==> config.mk <==
export PLATFORM = sky130hd
export DESIGN_NAME = priority_interrupt_dispatch
export DESIGN_NICKNAME = d
export VERILOG_FILES = /design/src/rtl/core/ipd_pkg.sv /design/src/rtl/core/ipd_in_reg.sv /design/src/rtl/core/ipd_engine.sv /design/src/rtl/core/ipd_out_reg.sv /design/src/rtl/core/priority_interrupt_dispatch.sv
export SDC_FILE = /design/constraint.sdc
export NUM_CORES = 1
export LEC_CHECK = 0
export BUFFER_PORTS_ARGS = -buffer_cell sky130_fd_sc_hd__buf_4
export CAP_MARGIN = 20
export CORE_UTILIZATION = 49
export DETAILED_ROUTE_END_ITERATION = 10
export GPL_TIMING_DRIVEN = 0
export PLACE_DENSITY = 0.8
export SLEW_MARGIN = 20
export SYNTH_ARGS = -nofsm -noshare
export SYNTH_HDL_FRONTEND = slang
export SYNTH_SLANG_ARGS = --single-unit
==> constraint.sdc <==
create_clock -name clk -period 3.9 [get_ports clk]
set_input_delay 0.585 -clock clk [delete_from_list [all_inputs] [get_ports clk]]
set_output_delay 0.585 -clock clk [all_outputs]
set_load 0.05 [all_outputs]
==> src/rtl/core/ipd_pkg.sv <==
`timescale 1ns / 1ps

package ipd_pkg;

	// Operation codes carried in the op field of an input item.
	typedef enum logic [1:0] {
		OP_REQUEST   = 2'd0,
		OP_WR_PEND   = 2'd1,
		OP_WR_ENABLE = 2'd2,
		OP_SERVICE   = 2'd3
	} op_t;

	// Dispatch sequencer: a taken service sends two stack writes.
	typedef enum logic [1:0] {
		PH_FIRST  = 2'b01,
		PH_SECOND = 2'b10
	} phase_t;

	localparam int unsigned NUM_SRC   = 5;
	localparam int unsigned SRC_IDX_W = 3;
	localparam logic [15:0] VEC_BASE  = 16'h0040;

	// One accepted input item.
	typedef struct packed {
		op_t         op;
		logic [4:0]  source_bits;
		logic [7:0]  write_value;
		logic [15:0] current_pc;
		logic [15:0] current_sp;
	} item_t;

	// One result item.
	typedef struct packed {
		logic        taken;
		logic        mem_write;
		logic [15:0] mem_address;
		logic [7:0]  mem_data;
		logic [15:0] new_pc;
		logic [15:0] new_sp;
		logic        clear_halt;
		logic        master_disable;
		logic [7:0]  pending_now;
		logic [7:0]  enable_now;
		logic        last;
	} result_t;

	// Outcome of the priority search over the ready sources.
	typedef struct packed {
		logic                 hit;
		logic [SRC_IDX_W-1:0] idx;
	} pick_t;

	// Lowest-numbered ready source wins.
	function automatic pick_t pick_lowest(input logic [NUM_SRC-1:0] ready);
		pick_t p;
		p.hit = 1'b0;
		p.idx = '0;
		for (int i = NUM_SRC - 1; i >= 0; i--) begin
			if (ready[i]) begin
				p.hit = 1'b1;
				p.idx = SRC_IDX_W'(i);
			end
		end
		return p;
	endfunction

	// Vector address of a source: base plus eight bytes per source.
	function automatic logic [15:0] vector_of(input logic [SRC_IDX_W-1:0] idx);
		return VEC_BASE + {10'd0, idx, 3'd0};
	endfunction

endpackage

==> src/rtl/core/ipd_in_reg.sv <==
`timescale 1ns / 1ps

module ipd_in_reg (
	input  logic          clk,
	input  logic          arst_n,
	input  logic          in_valid,
	input  ipd_pkg::item_t item,
	input  logic          retire,
	output logic          in_stall,
	output logic          valid_s1,
	output ipd_pkg::item_t item_s1
);
	import ipd_pkg::*;

	logic accept;

	// The register frees up in the same cycle its item retires.
	assign in_stall = valid_s1 & ~retire;
	assign accept   = in_valid & ~in_stall;

	// Valid flag of the input register.
	always_ff @(posedge clk or negedge arst_n) begin
		if (!arst_n) begin
			valid_s1 <= 1'b0;
		end else if (accept) begin
			valid_s1 <= 1'b1;
		end else if (retire) begin
			valid_s1 <= 1'b0;
		end
	end

	// Payload is captured on each input transfer.
	always_ff @(posedge clk) begin
		if (accept) begin
			item_s1 <= item;
		end
	end

endmodule

==> src/rtl/core/ipd_engine.sv <==
`timescale 1ns / 1ps

module ipd_engine (
	input  logic            clk,
	input  logic            arst_n,
	input  logic            valid_s1,
	input  ipd_pkg::item_t  item_s1,
	input  logic            out_free,
	output logic            beat,
	output logic            retire,
	output ipd_pkg::result_t res
);
	import ipd_pkg::*;

	logic [7:0]           pend_q;
	logic [7:0]           en_q;
	logic [7:0]           pend_next;
	logic [7:0]           en_next;
	phase_t               phase_q;
	logic [SRC_IDX_W-1:0] idx_q;
	pick_t                pick;
	logic [15:0]          sp_m1;
	logic [15:0]          sp_m2;
	logic                 start_second;

	assign beat   = valid_s1 & out_free;
	assign retire = beat & res.last;

	assign pick  = pick_lowest(pend_q[NUM_SRC-1:0] & en_q[NUM_SRC-1:0]);
	assign sp_m1 = item_s1.current_sp - 16'd1;
	assign sp_m2 = item_s1.current_sp - 16'd2;

	// Next register values and the result of the current beat.
	always_comb begin
		pend_next    = pend_q;
		en_next      = en_q;
		start_second = 1'b0;
		res          = '0;
		res.last     = 1'b1;
		if (phase_q == PH_SECOND) begin
			res.taken          = 1'b1;
			res.mem_write      = 1'b1;
			res.mem_address    = sp_m2;
			res.mem_data       = item_s1.current_pc[7:0];
			res.new_pc         = vector_of(idx_q);
			res.new_sp         = sp_m2;
			res.clear_halt     = 1'b1;
			res.master_disable = 1'b1;
		end else begin
			case (item_s1.op)
				OP_REQUEST: begin
					pend_next = pend_q | {3'd0, item_s1.source_bits};
				end
				OP_WR_PEND: begin
					pend_next = item_s1.write_value;
				end
				OP_WR_ENABLE: begin
					en_next = item_s1.write_value;
				end
				OP_SERVICE: begin
					if (pick.hit) begin
						pend_next       = pend_q & ~(8'd1 << pick.idx);
						start_second    = 1'b1;
						res.taken       = 1'b1;
						res.mem_write   = 1'b1;
						res.mem_address = sp_m1;
						res.mem_data    = item_s1.current_pc[15:8];
						res.last        = 1'b0;
					end
				end
				default: begin
					pend_next = pend_q;
				end
			endcase
		end
		res.pending_now = pend_next;
		res.enable_now  = en_next;
	end

	// Pending, enable and sequencer state advance on each beat.
	always_ff @(posedge clk or negedge arst_n) begin
		if (!arst_n) begin
			pend_q  <= '0;
			en_q    <= '0;
			phase_q <= PH_FIRST;
		end else if (beat) begin
			pend_q  <= pend_next;
			en_q    <= en_next;
			phase_q <= start_second ? PH_SECOND : PH_FIRST;
		end
	end

	// Source index kept for the vector of the second write.
	always_ff @(posedge clk) begin
		if (beat && start_second) begin
			idx_q <= pick.idx;
		end
	end

endmodule

==> src/rtl/core/ipd_out_reg.sv <==
`timescale 1ns / 1ps

module ipd_out_reg (
	input  logic             clk,
	input  logic             arst_n,
	input  logic             load,
	input  ipd_pkg::result_t res,
	input  logic             out_stall,
	output logic             out_free,
	output logic             out_valid,
	output ipd_pkg::result_t res_q
);
	import ipd_pkg::*;

	// A new result may enter when the register is empty or being emptied.
	assign out_free = ~out_valid | ~out_stall;

	// Valid flag of the result register.
	always_ff @(posedge clk or negedge arst_n) begin
		if (!arst_n) begin
			out_valid <= 1'b0;
		end else if (out_free) begin
			out_valid <= load;
		end
	end

	// Result payload.
	always_ff @(posedge clk) begin
		if (out_free && load) begin
			res_q <= res;
		end
	end

endmodule

==> src/rtl/core/priority_interrupt_dispatch.sv <==
// Path: an item is held in the input register, and its results are loaded into the result register.
// Throughput: one item per cycle, while out_stall is low, for request, pending and
// enable writes and for a service with nothing ready; a taken service holds the
// engine until both of its stack writes have gone through the single result register.
// Reset: arst_n clears pending and enable to zero and empties both registers.
`timescale 1ns / 1ps

module priority_interrupt_dispatch (
	input  logic        clk,
	input  logic        arst_n,
	input  logic        in_valid,
	output logic        in_stall,
	input  logic [1:0]  op,
	input  logic [4:0]  source_bits,
	input  logic [7:0]  write_value,
	input  logic [15:0] current_pc,
	input  logic [15:0] current_sp,
	output logic        out_valid,
	input  logic        out_stall,
	output logic        taken,
	output logic        mem_write,
	output logic [15:0] mem_address,
	output logic [7:0]  mem_data,
	output logic [15:0] new_pc,
	output logic [15:0] new_sp,
	output logic        clear_halt,
	output logic        master_disable,
	output logic [7:0]  pending_now,
	output logic [7:0]  enable_now,
	output logic        last
);
	import ipd_pkg::*;

	item_t   item;
	item_t   item_s1;
	logic    valid_s1;
	logic    retire;
	logic    beat;
	logic    out_free;
	result_t res;
	result_t res_q;

	// Gather the input fields into one item.
	always_comb begin
		item.op          = op_t'(op);
		item.source_bits = source_bits;
		item.write_value = write_value;
		item.current_pc  = current_pc;
		item.current_sp  = current_sp;
	end

	ipd_in_reg u_in_reg (
		.clk      (clk),
		.arst_n   (arst_n),
		.in_valid (in_valid),
		.item     (item),
		.retire   (retire),
		.in_stall (in_stall),
		.valid_s1 (valid_s1),
		.item_s1  (item_s1)
	);

	ipd_engine u_engine (
		.clk      (clk),
		.arst_n   (arst_n),
		.valid_s1 (valid_s1),
		.item_s1  (item_s1),
		.out_free (out_free),
		.beat     (beat),
		.retire   (retire),
		.res      (res)
	);

	ipd_out_reg u_out_reg (
		.clk       (clk),
		.arst_n    (arst_n),
		.load      (beat),
		.res       (res),
		.out_stall (out_stall),
		.out_free  (out_free),
		.out_valid (out_valid),
		.res_q     (res_q)
	);

	// Spread the result register over the output ports.
	assign taken          = res_q.taken;
	assign mem_write      = res_q.mem_write;
	assign mem_address    = res_q.mem_address;
	assign mem_data       = res_q.mem_data;
	assign new_pc         = res_q.new_pc;
	assign new_sp         = res_q.new_sp;
	assign clear_halt     = res_q.clear_halt;
	assign master_disable = res_q.master_disable;
	assign pending_now    = res_q.pending_now;
	assign enable_now     = res_q.enable_now;
	assign last           = res_q.last;

endmodule

==> results by group <==
Worst setup path
  • CP top delay family: compound AO/OA/AOI/OAI gates
  • Crit-path cells: a22oi_1, and3_1, nor2_2, o21ai_0, inv_1, buf_4
  • Crit path max fanout: 9
  • Buf/Inv on CP: 2
  • Setup Crit Path Kind: reg2out
  • CP Capture Type: primary output
  • CP max stage delay: 0.50 ns
  • Crit path DAT: 2.59 ns
  • CP Data Required Time: 3.31 ns
  • Max stage delay cell, worst path: a22oi_1
  • Startpoint types: register

STA
  • Final Max Tran Viols: 0
  • Tcrit/Tclk final: 81.33%
  • Final worst-path setup slack: 0.7282 ns
  • Setup violations, final: 0
  • Fmax: 0.3153 GHz
  • Worst-margin pin slew: 0.7417 ns
  • Fin Setup TNS: 0 ns
  • RSZ-0062 raised after global routing: false
  • Tmin final: 3.172 ns
  • Slew headroom: 50.28%
  • Fin Clk Skew: 0.008559 ns
  • Final hold violation count: 0

Cells and area
  • Share of layout cells above drive strength 1: 39.24%
  • Filler instances: 803
  • Commonest non-fill, non-tap cell in the layout: buf_4
  • Synth-to-layout area growth: 30.93%
  • Inserted Diodes: 0
  • Commonest non-fill, non-tap cells in the layout: buf_4, edfxtp_1, mux2_2, nand2_1, nor2_1
  • Final nets: 566
  • Layout Utilization: 65.86%

Global route
  • First-pass GRT wire length: 17080 µm
  • Largest net degree at the start of global routing: 40
  • Final global-route overflow total: 0
  • Vias in the first global route: 3431
  • Initial antenna violation count: 0
  • GRT Util Overall: 20.04%

Floorplan
  • Overall die height: 107.5 µm
  • Die X: 107.5 µm
  • Die Footprint: 0.01155 mm²
  • Io pins: 130
  • Cell Rows: 38
  • Initial Util: 50.30%
  • Core area: 0.01084 mm²

Synth
  • Post-synth cell types: 50
  • Synthesized area: 0.005453 mm²
  • Seq/Total Area, Yosys: 71.43%
  • Post-Syn Instances: 362
  • Syn. warnings: 0
  • Avg Cell Area, Syn: 15.06 µm²
  • Post-synth EDFFs: 113
  • Ys flop type: edfxtp_1
  • Seq cells post-synth: 133
  • Post-synthesis async set-or-reset flop share: 15.04%

Detailed routing
  • DR DRC count: 0
  • Via count: 3477
  • Initial DRC Count: 176
  • Routed Antenna Nets: 0
  • Drt pass-1 iters: 4
  • WL/cell: 16.44 µm
  • Vias per Instance: 5.229
  • WL final: 10930 µm

Clock tree
  • Longest Clk Path Bufs: 2
  • # clock sinks: 133
  • H-tree depth: 4
  • Clk Latency, worst-skew pair: 0.52 ns
  • Clk Tree Root Cell: clkbuf_8
  • CTS tree: yes
  • Clock slew at reported path FFs: 0.06 ns
  • Clock buffer count from CTS: 17

Placed design
  • Post-Place Setup Slack: 1.145 ns
  • GP Congestion: 0.8533
  • PortBufs: 117
  • Hpwl dp: 7536 µm

Run status
  • Status: finished, final reports clean

Min path
  • Min-Delay Path Class: in2reg

Power
  • Pwr dens: 696.6 mW/mm²
  • Maximum vdd ir drop: 0.4773 mV
  • Static leakage: 2.838 nW

Job
  • Max cap viols: 0
-- cells by family (layout without fill, tap and decap cells) --
kind of cell / after synthesis / after routing / share of synthesized area (%)
AND/OR/NAND/NOR: 85 / 85 / 8.192
AO/OA/AOI/OAI: 63 / 63 / 7.847
flip-flops: 133 / 133 / 71.43
other: 1 / 12 / 0.06877
XOR/XNOR: 15 / 15 / 2.409
buffers and inverters: 33 / 185 / 3.419
multiplexers: 29 / 29 / 5.943
adder cells (fa/ha/maj): 3 / 3 / 0.6885
-- worst register-to-register path: cells and delay by family (launching register included) --
kind,cells,cell delay (ns)
AO/OA/AOI/OAI,2,0.89
buffers and inverters,1,0.27
flip-flops,1,0.43
AND/OR/NAND/NOR,3,1.04
-- synthesized netlist by cell type (4+ instances only) --
| master | n | share of area, % |
|---|---|---|
| a21oi_1 | 15 | 1.4 |
| a22o_1 | 9 | 1.4 |
| a22oi_1 | 4 | 0.55 |
| a311oi_1 | 6 | 0.96 |
| a31oi_1 | 4 | 0.46 |
| and2_1 | 4 | 0.46 |
| buf_4 | 14 | 1.9 |
| dfrtp_1 | 19 | 8.7 |
| edfxtp_1 | 113 | 62 |
| inv_1 | 9 | 0.62 |
| mux2_2 | 27 | 5.6 |
| nand2_1 | 24 | 1.7 |
| nand2b_1 | 4 | 0.46 |
| nand3_1 | 6 | 0.55 |
| nor2_1 | 24 | 1.7 |
| nor3_1 | 5 | 0.46 |
| o21ai_0 | 9 | 0.83 |
| o22ai_1 | 4 | 0.46 |
| xnor2_1 | 10 | 1.6 |
| xor2_1 | 5 | 0.80 |
-- where the power goes --
part	total (mW)	internal (mW)	switching [mW]
sequential	2.12	1.94	0.182
combinational	1.46	0.485	0.972
clock	1.39	0.800	0.594
-- state kept, by name, indices dropped and copies added (netlist names) --
signal,flops
u_in_reg.item_s1,47
u_engine.en_q,8
u_out_reg.out_valid,1
u_out_reg.res_q,63
u_engine.idx_q,3
u_in_reg.valid_s1,1
u_engine.phase_q,2
u_engine.pend_q,8
-- through the flow --
stage / instances / power [mW] / instance area, µm² / hold WS (ns)
global route: 665 / 5.175 / 7139 / 0.2169
floorplan: 373 / 3.138 / 5494 / 0.2894
CTS: 665 / 4.990 / 7139 / 0.2222
global placement: 630 / 3.533 / 6548 / 0.4603
detailed placement: 632 / 3.579 / 6598 / 0.4711
finish: 665 / 4.973 / 7139 / 0.2414
-- area by class of cell --
class                   instances  area (µm²)  area share, %
flip-flops and latches        133        3895          54.56
multi-input cells             207        1414          19.80
repair buffers                120       935.9          13.11
clock buffers                  18       427.9          5.994
well taps                     140       175.2          2.454
plain buffers                  23       148.9          2.086
clock inverters                14       103.9          1.455
inverters                      10       38.79         0.5433
-- worst paths after layout --
check / depth (start not counted) / from / endpoint / slack (ns)
max in group asynchronous: 2 / arst_n / u_engine.phase_q[0]$_DFFE_PN1P_ / 3.15
min reg2reg: 1 / u_in_reg.valid_s1$_DFFE_PN0P_ / u_out_reg.out_valid$_DFFE_PN0N_ / 0.48
min: 1 / source_bits[0] / u_in_reg.item_s1[40]$_DFFE_PP_ / 0.24
min in group asynchronous: 2 / arst_n / u_engine.pend_q[7]$_DFFE_PN0P_ / 0.48
max reg2reg: 6 / u_engine.en_q[1]$_DFFE_PN0P_ / u_in_reg.item_s1[27]$_DFFE_PP_ / 0.96
max: 6 / u_engine.en_q[1]$_DFFE_PN0P_ / in_stall / 0.73
-- layer usage --
layer  GRT usage (%)  vias up  wire length (µm)
li1                -     1651                 -
met1           22.33     1668              4232
met2           35.94      144              5861
met3           6.356       14               681
met4           6.849        0               158
met5               0        -                 0
-- what timing repair did --
action | CTS | global route
resized for setup | 0 | 0
setup buffers | 0 | 0
hold endpoints to repair | 19 | 0
hold buffers | 1 | 0
Note: power is estimated with default switching activity, not from simulation.
